**src/rtl/xcfp_pkg.sv**
```systemverilog
// Types, character codes and field table for the frame parser.
`default_nettype none
package xcfp_pkg;

	localparam logic [7:0] CH_NUL   = 8'h00;
	localparam logic [7:0] CH_STX   = 8'h02;
	localparam logic [7:0] CH_ETX   = 8'h03;
	localparam logic [7:0] CH_US    = 8'h1F;
	localparam logic [7:0] CH_SPACE = 8'h20;
	localparam logic [7:0] CH_DIG0  = 8'h30;
	localparam logic [7:0] CH_IF_HI = 8'h33;
	localparam logic [7:0] CH_CAM_HI = 8'h32;
	localparam logic [7:0] IF_BIAS  = 8'h2F;

	localparam logic [2:0] LAST_FIELD = 3'd6;

	localparam logic [1:0] KIND_FIELD  = 2'd0;
	localparam logic [1:0] KIND_ACCEPT = 2'd1;
	localparam logic [1:0] KIND_ERROR  = 2'd2;

	localparam logic [1:0] ERR_IFACE  = 2'd0;
	localparam logic [1:0] ERR_SEP    = 2'd1;
	localparam logic [1:0] ERR_CAMERA = 2'd2;
	localparam logic [1:0] ERR_ETX    = 2'd3;

	typedef enum logic [5:0] {
		PH_HUNT   = 6'b000001,
		PH_IFACE  = 6'b000010,
		PH_FIELD  = 6'b000100,
		PH_CAMERA = 6'b001000,
		PH_ETX    = 6'b010000,
		PH_CSUM   = 6'b100000
	} phase_t;

	typedef struct packed {
		logic [1:0] result_kind;
		logic [2:0] field_index;
		logic [3:0] byte_position;
		logic [7:0] data_byte;
		logic [2:0] interface_num;
		logic [1:0] camera_num;
		logic       checksum_ok;
		logic [1:0] error_code;
	} result_t;

	function automatic logic [3:0] field_len(input logic [2:0] idx);
		logic [3:0] len;
		case (idx)
			3'd0: len = 4'd6;
			3'd1: len = 4'd4;
			3'd2: len = 4'd4;
			3'd3: len = 4'd6;
			3'd4: len = 4'd8;
			3'd5: len = 4'd10;
			3'd6: len = 4'd4;
			default: len = 4'd4;
		endcase
		return len;
	endfunction

endpackage
`default_nettype wire

```
**src/rtl/xcfp_out_buf.sv**
```systemverilog
// Two-entry result buffer: output register plus skid stage.
`default_nettype none
module xcfp_out_buf (
	input  wire logic             clk,
	input  wire logic             arst_n,
	input  wire logic             push_valid,
	input  xcfp_pkg::result_t     push_data,
	output logic                  space,
	output logic                  out_valid,
	input  wire logic             out_ready,
	output xcfp_pkg::result_t     out_data
);
	import xcfp_pkg::*;

	logic    out_v_q;
	logic    skid_v_q;
	result_t out_q;
	result_t skid_q;
	logic    pop;

	assign pop       = out_v_q && out_ready;
	assign space     = !skid_v_q;
	assign out_valid = out_v_q;
	assign out_data  = out_q;

	always_ff @(posedge clk or negedge arst_n) begin
		if (!arst_n) begin
			out_v_q  <= 1'b0;
			skid_v_q <= 1'b0;
		end else if (skid_v_q) begin
			if (pop) begin
				out_v_q  <= 1'b1;
				skid_v_q <= 1'b0;
			end
		end else if (!out_v_q || pop) begin
			out_v_q <= push_valid;
		end else if (push_valid) begin
			skid_v_q <= 1'b1;
		end
	end

	always_ff @(posedge clk) begin
		if (skid_v_q) begin
			if (pop)
				out_q <= skid_q;
		end else if (!out_v_q || pop) begin
			out_q <= push_data;
		end else if (push_valid) begin
			skid_q <= push_data;
		end
	end

endmodule
`default_nettype wire

```
**src/rtl/xor_checked_field_frame_parser_core.sv**
```systemverilog
// Each result is registered in the output buffer. Throughput: one byte per cycle while
// in_ready is high; the per-byte phase update is a single registered step.
// A two-entry output buffer keeps input open while one result waits; in_ready drops only
// when both entries are full. Reset returns to the STX hunt with held values and checksum
// cleared and the output buffer empty.
`default_nettype none
module xor_checked_field_frame_parser_core (
	input  wire logic       clk,
	input  wire logic       arst_n,
	input  wire logic       in_valid,
	output logic            in_ready,
	input  wire logic [7:0] rx_byte,
	output logic            out_valid,
	input  wire logic       out_ready,
	output logic [1:0]      result_kind,
	output logic [2:0]      field_index,
	output logic [3:0]      byte_position,
	output logic [7:0]      data_byte,
	output logic [2:0]      interface_num,
	output logic [1:0]      camera_num,
	output logic            checksum_ok,
	output logic [1:0]      error_code
);
	import xcfp_pkg::*;

	phase_t     phase_q, phase_d;
	logic [2:0] fidx_q, fidx_d;
	logic [3:0] offset_q, offset_d;
	logic [7:0] xor_q, xor_d;
	logic [2:0] held_if_q, held_if_d;
	logic [1:0] held_cam_q, held_cam_d;

	logic       take;
	logic       res_valid;
	result_t    res;
	result_t    out_res;
	logic       do_fail;
	logic [1:0] fail_code;
	logic [7:0] if_diff;

	assign take    = in_valid && in_ready;
	assign if_diff = rx_byte - IF_BIAS;

	always_comb begin
		phase_d    = phase_q;
		fidx_d     = fidx_q;
		offset_d   = offset_q;
		xor_d      = xor_q;
		held_if_d  = held_if_q;
		held_cam_d = held_cam_q;
		res_valid  = 1'b0;
		res        = '0;
		do_fail    = 1'b0;
		fail_code  = ERR_IFACE;

		case (phase_q)
			PH_IFACE: begin
				if (rx_byte inside {[CH_DIG0:CH_IF_HI]}) begin
					held_if_d = if_diff[2:0];
				end else if (rx_byte == CH_SPACE) begin
					held_if_d = '0;
				end else begin
					do_fail   = 1'b1;
					fail_code = ERR_IFACE;
				end
				if (!do_fail) begin
					xor_d    = xor_q ^ rx_byte;
					phase_d  = PH_FIELD;
					fidx_d   = '0;
					offset_d = '0;
				end
			end
			PH_FIELD: begin
				if (offset_q == '0) begin
					if (rx_byte != CH_US) begin
						do_fail   = 1'b1;
						fail_code = ERR_SEP;
					end else begin
						xor_d    = xor_q ^ rx_byte;
						offset_d = 4'd1;
					end
				end else if (rx_byte != CH_NUL) begin
					res_valid         = 1'b1;
					res.result_kind   = KIND_FIELD;
					res.field_index   = fidx_q;
					res.byte_position = offset_q - 4'd1;
					res.data_byte     = rx_byte;
					res.interface_num = held_if_q;
					xor_d             = xor_q ^ rx_byte;
					offset_d          = offset_q + 4'd1;
					// last byte of this field: advance to the next separator
					if (offset_q >= field_len(fidx_q)) begin
						offset_d = '0;
						if (fidx_q == LAST_FIELD)
							phase_d = PH_CAMERA;
						else
							fidx_d = fidx_q + 3'd1;
					end
				end
			end
			PH_CAMERA: begin
				if (offset_q == '0) begin
					if (rx_byte != CH_US) begin
						do_fail   = 1'b1;
						fail_code = ERR_SEP;
					end else begin
						xor_d    = xor_q ^ rx_byte;
						offset_d = 4'd1;
					end
				end else if (rx_byte != CH_NUL) begin
					if (rx_byte inside {[CH_DIG0:CH_CAM_HI]}) begin
						held_cam_d = rx_byte[1:0];
					end else if (rx_byte == CH_SPACE) begin
						held_cam_d = '0;
					end else begin
						do_fail   = 1'b1;
						fail_code = ERR_CAMERA;
					end
					if (!do_fail) begin
						xor_d    = xor_q ^ rx_byte;
						phase_d  = PH_ETX;
						offset_d = '0;
					end
				end
			end
			PH_ETX: begin
				if (rx_byte != CH_ETX) begin
					do_fail   = 1'b1;
					fail_code = ERR_ETX;
				end else begin
					xor_d   = xor_q ^ rx_byte;
					phase_d = PH_CSUM;
				end
			end
			PH_CSUM: begin
				res_valid         = 1'b1;
				res.result_kind   = KIND_ACCEPT;
				res.interface_num = held_if_q;
				res.camera_num    = held_cam_q;
				res.checksum_ok   = (xor_q == rx_byte);
				phase_d           = PH_HUNT;
				offset_d          = '0;
			end
			default: begin
				phase_d = PH_HUNT;
				if (rx_byte == CH_STX) begin
					phase_d  = PH_IFACE;
					offset_d = '0;
					xor_d    = '0;
				end
			end
		endcase

		// drop the frame, report an error result, and rescan the same byte as a hunt byte
		if (do_fail) begin
			res_valid       = 1'b1;
			res             = '0;
			res.result_kind = KIND_ERROR;
			res.error_code  = fail_code;
			held_if_d       = '0;
			held_cam_d      = '0;
			phase_d         = PH_HUNT;
			offset_d        = '0;
			xor_d           = xor_q;
			if (rx_byte == CH_STX) begin
				phase_d = PH_IFACE;
				xor_d   = '0;
			end
		end
	end

	always_ff @(posedge clk or negedge arst_n) begin
		if (!arst_n) begin
			phase_q    <= PH_HUNT;
			fidx_q     <= '0;
			offset_q   <= '0;
			xor_q      <= '0;
			held_if_q  <= '0;
			held_cam_q <= '0;
		end else if (take) begin
			phase_q    <= phase_d;
			fidx_q     <= fidx_d;
			offset_q   <= offset_d;
			xor_q      <= xor_d;
			held_if_q  <= held_if_d;
			held_cam_q <= held_cam_d;
		end
	end

	xcfp_out_buf u_out_buf (
		.clk        (clk),
		.arst_n     (arst_n),
		.push_valid (take && res_valid),
		.push_data  (res),
		.space      (in_ready),
		.out_valid  (out_valid),
		.out_ready  (out_ready),
		.out_data   (out_res)
	);

	assign result_kind   = out_res.result_kind;
	assign field_index   = out_res.field_index;
	assign byte_position = out_res.byte_position;
	assign data_byte     = out_res.data_byte;
	assign interface_num = out_res.interface_num;
	assign camera_num    = out_res.camera_num;
	assign checksum_ok   = out_res.checksum_ok;
	assign error_code    = out_res.error_code;

endmodule
`default_nettype wire

```
**config.mk**
```make
export PLATFORM = sky130hd
export DESIGN_NAME = xor_checked_field_frame_parser_core
export DESIGN_NICKNAME = d
export VERILOG_FILES = /design/src/rtl/xcfp_pkg.sv /design/src/rtl/xcfp_out_buf.sv /design/src/rtl/xor_checked_field_frame_parser_core.sv
export SDC_FILE = /design/constraint.sdc
export NUM_CORES = 1
export LEC_CHECK = 0
export BUFFER_PORTS_ARGS = -buffer_cell sky130_fd_sc_hd__buf_2
export CAP_MARGIN = 20
export CORE_AREA = 4 4 76 113
export DETAILED_ROUTE_END_ITERATION = 8
export DIE_AREA = 0 0 80 117
export MAX_ROUTING_LAYER = met4
export PLACE_DENSITY = 0.75
export SLEW_MARGIN = 20
export SYNTH_ARGS = -nofsm -noshare
export SYNTH_HDL_FRONTEND = slang
export SYNTH_HIERARCHICAL = 1
export SYNTH_SLANG_ARGS = --single-unit
export TNS_END_PERCENT = 5
```
**constraint.sdc**
```tcl
create_clock -name clk -period 6.1 [get_ports clk]
set_input_delay 0.305 -clock clk [delete_from_list [all_inputs] [get_ports clk]]
set_output_delay 0.305 -clock clk [all_outputs]
set_load 0.05 [all_outputs]
```
Word level (Yosys, flattened, before mapping)
Cells that the tools add are included.

Flip-flop bits (word level): 78. Bits of input ports: 12. Output and inout port bits: 27. Word-level logic and storage cells: 194.

Add/subtract/negate cells: 4. Order comparisons: 4. Equality and inequality tests: 35. Mux-type cells: 96. Bitwise operators: 3. Reductions and logical operators: 28.

Operator list (count): 25-bit 2-to-1 mux (4); 8-bit 2-to-1 mux (10); 6-bit 2-to-1 mux (10); 4-bit 2-to-1 mux (13); 8-bit one-hot mux with 5 select lines (1); 18-bit 2-to-1 mux (2); 3-bit 2-to-1 mux (10); 6-bit one-hot mux with 5 select lines (1); 3-bit != test, second input constant (9); 1-bit 2-to-1 mux (24); 2-bit 2-to-1 mux (12); 7-bit AND reduction (3); 4-bit one-hot mux with 5 select lines (1); 2-bit != test, second input constant (9); 8-bit by 6-bit less-or-equal comparator with 1-bit output, second input constant (2); 15-bit 2-to-1 mux (1); 4-bit != test, second input constant (3); 3-bit one-hot mux with 2 select lines (2); 4-bit one-hot mux with 3 select lines (1); 10-bit AND reduction (1); 2-bit nonzero test (5); 3-bit == test, second input constant (3); 8-bit by 2-bit == test with 1-bit output, second input constant (1); 8-bit by 6-bit == test with 1-bit output, second input constant (1); 33 further kinds (41).

Logic depth before layout (Yosys ltp)
Word-level depth: 14. Mapped depth: 12. Mapped depth without buffers: 11.

Modules after synthesis
Netlist, hierarchy kept.

Modules (own cells, without submodules): xor_checked_field_frame_parser_core (times used 1, cells an instance 243, area an instance 2164.6 µm², seq. area each 651.9 µm²); xcfp_out_buf (times used 1, cells an instance 88, area an instance 1916.8 µm², seq. area each 1551.5 µm²).

Worst setup path before layout
No wires, ideal clock.

Path kind: flip-flop to flip-flop. From: register u_out_buf.out_v_q, in the netlist u_out_buf/out_valid. To: register u_out_buf.out_q, in the netlist u_out_buf/out_data[0], enable pin. Library setup time: 0.442 ns. Arrival: 2.491 ns. Required time: 5.658 ns. Path slack: 3.167 ns. Stages on the path, launching flop included: 2. Buffers on the path: 0. Clock period less this slack: 2.933 ns. Cell sequence: dfrtp_1 o21ai_0.

Word-level cells in the longest chain between the ends: 4. Elaborated cells between the ends (all ways): 6. Classes of those cells: eq/ne: 1; reduce/logical: 5.

RTL lines: start: declaration (RTL line xcfp_out_buf.sv:15) `logic out_v_q;`; start signal: assignment (RTL line xcfp_out_buf.sv:36) `out_v_q <= push_valid;`; 1-bit logical NOT or 1-bit logical AND (tied branches) (RTL line xcfp_out_buf.sv:46, xcfp_out_buf.sv:21); 1-bit logical OR (RTL line xcfp_out_buf.sv:46) `end else if (!out_v_q || pop) begin`; 2-bit nonzero test (no source line); 2-bit AND reduction (no source line) *; end signal: assignment (RTL line xcfp_out_buf.sv:45) `out_q <= skid_q;`; end signal: assignment (RTL line xcfp_out_buf.sv:47) `out_q <= push_data;`; end: declaration (RTL line xcfp_out_buf.sv:17) `result_t out_q;`.

Every way passes the cells marked *; elsewhere a longest branch is shown, timed or not. A chain may end at the register's enable or synchronous reset.

Worst setup path in the final report
From: register phase_q[1]. To: register u_out_buf/skid_q[10] (netlist name), enable pin.

Word-level cells in the longest chain between the ends: 5. Elaborated cells between the ends (all ways): 10. Classes of those cells: eq/ne: 5; mux: 3; reduce/logical: 2.

RTL lines: start: declaration (RTL line xor_checked_field_frame_parser_core.sv:26) `phase_t phase_q, phase_d;`; start signal: assignment (RTL line xor_checked_field_frame_parser_core.sv:181) `phase_q <= phase_d;`; 6-bit by 5-bit == test with 1-bit output (tied with other cells) (RTL line xor_checked_field_frame_parser_core.sv:56) `case (phase_q)`; 1-bit one-hot mux with 4 select lines or 1-bit one-hot mux with 2 select lines (tied branches) (RTL line xor_checked_field_frame_parser_core.sv:56); 1-bit 2-to-1 mux * (RTL line xor_checked_field_frame_parser_core.sv:155) `if (do_fail) begin`; 1-bit logical AND * (RTL line xor_checked_field_frame_parser_core.sv:193) `.push_valid (take && res_valid),`; 3-bit AND reduction (no source line) *; end signal: assignment (RTL line xcfp_out_buf.sv:49) `skid_q <= push_data;`; end: declaration (RTL line xcfp_out_buf.sv:18) `result_t skid_q;`.

Marked as above.

==> key figures <==
Synth
  • Post-synthesis mux area share: 10.9%
  • Most frequent cells after synthesis: edfxtp_1, dfrtp_1, nor2_1, mux2_2, nand2_1
  • Post-synthesis compound-gate area fraction: 8.74%
  • Mean Syn Cell Area: 12.3 sq um
  • Largest family of logic cells by synthesized area: simple AND/OR/NAND/NOR gates
  • Post-synthesis cell area: 0.00408 sq mm
  • Largest area contributor in the netlist: edfxtp_1
  • Ys Warns: 6
  • Number of synthesized flops with an enable pin: 50
  • Mapped Nets: 356
  • XOR/XNOR share of the synthesized area: 1.29%
  • Number of synthesized register bits: 78
  • Post-synthesis simple-gate area fraction: 18.1%
  • Count leader, synth: edfxtp_1
  • Asr flop ratio synth: 35.9%
  • Synth Instances: 331
  • Yosys top cell area share: 36.8%
  • Yosys cell types: 56
  • Dominant synthesized flop cell: edfxtp_1
  • Adder-cell share of the synthesized area: 3.99%
  • Top post-synthesis cells by area: edfxtp_1, dfrtp_1, mux2_2
  • Register area share after synthesis: 54.0%

STA
  • Tcrit/Tclk final: 50.6%
  • Max Clock Skew: 0.00617 ns
  • Worst relative slew slack: 53.4%
  • Hold slack: -0.00546 ns
  • Setup TNS: 0 ns
  • RSZ-0062 raised after global routing: no
  • FMAX: 324 MHz
  • Final hold vios: 4
  • Worst-margin pin slew: 0.693 ns
  • Endpoints failing setup: 0
  • Slew Viols, Final: 0
  • Tmin final: 3.09 ns

Pwr
  • Flop pwr share: 48.2%
  • Psw: 0.290 mW
  • Internal power: 0.933 mW
  • Sw frac: 23.7%
  • Comb pwr share: 8.9%
  • Max VDD drop: 0.000170 V
  • Power Density: 263 mW/mm^2
  • Clock group share of total power: 42.9%
  • Leak Pwr: 2.00 nW

CTS
  • Longest Clk Path Bufs: 2
  • CTS tree: built
  • CTS Hold Buffers Added: 0
  • CTS root buf: clkbuf_16
  • Worst-Skew Late Latency: 0.34 ns
  • Sink Count: 78
  • Htree depth: 3
  • Post_cts resized: 0
  • Post-CTS setup buffers: 0
  • Reg clk slew, reported paths: 0.06 ns
  • Total CTS buffers: 9

GRT
  • Vias in the first global route: 2,801
  • First-pass GRT wire length: 13.6 mm
  • Met3 Resource Use GR: 4.36%
  • Total Routing Usage GR: 19.7%
  • Most used routing layer: met2
  • Met2 Use GR: 33.2%
  • Largest net degree at the start of global routing: 30
  • Met1 Use GR: 22.5%
  • Initial antenna violation count: 0
  • Overflow after GRT: 0

Floorplanning
  • Starting Density: 53.6%
  • Top-Level Pins: 39
  • Core area: 0.00761 sq mm
  • Die Footprint: 0.00936 sq mm
  • Chip width: 80 um
  • Die height: 117 um
  • Row cnt: 39

Detailed routing
  • Via-to-Cell Ratio: 5.81
  • Initial DRC count: 200
  • Final ANT Viol Nets: 0
  • WL per Instance: 17.2 um
  • DRC viols: 0
  • DRT Wirelength: 8.33 mm
  • DR vias: 2,804
  • DR pass1 iterations: 7

Critical path
  • CP Class: reg2reg
  • R2r startpoint: phase_q[1]$_DFFE_PN0P_
  • R2R Path End: u_out_buf/skid_q[10]$_DFFE_PP_
  • Worst path required time: 6.07 ns
  • Critical path arrival: 3.06 ns
  • Endpoint type of the worst setup path: register
  • R2r worst-path depth: 7
  • Setup crit start kind: register
  • R2R setup slack: 3.01 ns
  • Worst Path Max Fanout: 25

Status
  • Failing checks: negative hold slack
  • Status: finished, violations left

Finish
  • Layout Nets: 401
  • Layout cells sized above 1: 26.2%
  • Antenna cells: 0
  • P&R area growth vs syn: 14.1%

Job
  • Max capacitance violation total: 0

Placed design
  • Placer Congestion: 0.920
  • Detailed Place HPWL: 6.03 mm
  • IO Port Bufs: 38

Hold path
  • Min-Delay Path Class: in2async
-- final cells by class --
cell class              count  area [sq um]
fillers                   625          2960
clock buffers              10           229
multi-input cells         230          1760
inverters                  17          63.8
well taps                 102           128
repair buffers             40           213
clock inverters             6          61.3
flip-flops and latches     78          2200
-- layer usage --
| metal | share of wire, % | wire length [um] |
|---|---|---|
| met5 | 0 | 0 |
| met3 | 4.3 | 354 |
| met2 | 52 | 4370 |
| met1 | 41 | 3410 |
| met4 | 2.3 | 194 |
-- power groups by stage --
stage	clock network, mW	registers [mW]	logic (mW)
after floorplan	0	0.616	0.0614
after global placement	0	0.598	0.106
after detailed placement	0	0.599	0.109
after CTS	0.532	0.589	0.110
after global routing	0.558	0.591	0.119
final	0.525	0.589	0.109
-- per-stage QoR --
step | setup slack, ns | cells | power, mW | cell area (sq um) | util [%]
global placement | 3.11 | 466 | 0.704 | 4350 | 57.1
detailed placement | 2.98 | 467 | 0.708 | 4370 | 57.3
global route | 2.80 | 483 | 1.27 | 4660 | 61.2
CTS | 3.03 | 483 | 1.23 | 4660 | 61.2
finish | 3.01 | 483 | 1.22 | 4660 | 61.2
floorplan | 3.17 | 331 | 0.677 | 4080 | -
-- critical path, cell delays in order, from the launching register on --
cell      delay [ns]
dfrtp_1         0.42
nor4_2          0.54
o21ai_1         0.22
o32a_1          0.39
inv_2           0.13
nor3_4          0.07
a21oi_1         0.23
and4bb_2        0.72
-- placed cells by master (no fill, tap or decap), drive strengths merged, types with 2 or more instances in the layout --
cell    count
inv        18
edfxtp     50
nand2      15
a221o       6
buf        40
or4         3
dfrtp      27
o221ai      2
a211o       2
nand4       7
mux2       32
a21oi      10
nand3b      4
mux2i       7
a31oi       2
and3        4
clkbuf     10
ha         13
nand3       7
a32o        3
nand2b      8
o21a        2
o41ai       2
nor3       10
nor2       26
xnor2       6
nor4        7
nor2b      10
o21ai       9
clkinv      4
nor3b       6
and2       13
-- registers in the layout, summed over array words and instances (netlist names) --
signal / count
offset_q: 4
fidx_q: 3
u_out_buf/skid_q: 25
u_out_buf/out_data: 25
held_cam_q: 2
held_if_q: 3
u_out_buf/skid_v_q: 1
u_out_buf/out_valid: 1
phase_q: 6
xor_q: 8
-- how the worst max path moves through the flow --
stage,from,endpoint,slack (ns),depth (start not counted)
5_1_grt,phase_q[1]$_DFFE_PN0P_,u_out_buf/skid_q[2]$_DFFE_PP_,2.80,7
2_1_floorplan,u_out_buf/out_valid$_DFFE_PN0P_,u_out_buf/out_data[0]$_DFFE_PP_,3.17,1
3_3_place_gp,rx_byte[0],u_out_buf/skid_q[13]$_DFFE_PP_,3.11,9
6_report,phase_q[1]$_DFFE_PN0P_,u_out_buf/skid_q[10]$_DFFE_PP_,3.01,7
4_1_cts,phase_q[1]$_DFFE_PN0P_,u_out_buf/skid_q[2]$_DFFE_PP_,3.03,7
3_5_place_dp,rx_byte[0],u_out_buf/skid_q[10]$_DFFE_PP_,2.98,9
-- kinds of logic (layout without fill, tap and decap cells) --
group,count (synthesis),count (layout)
AOI/OAI and AO/OA,46,46
xor gates and xnor gates,6,6
adders and majority gates,13,13
buffers and inverters,23,73
DFF,78,78
muxes,39,39
and+or+nand+nor,126,126
Power figures use the tool's default switching activity.
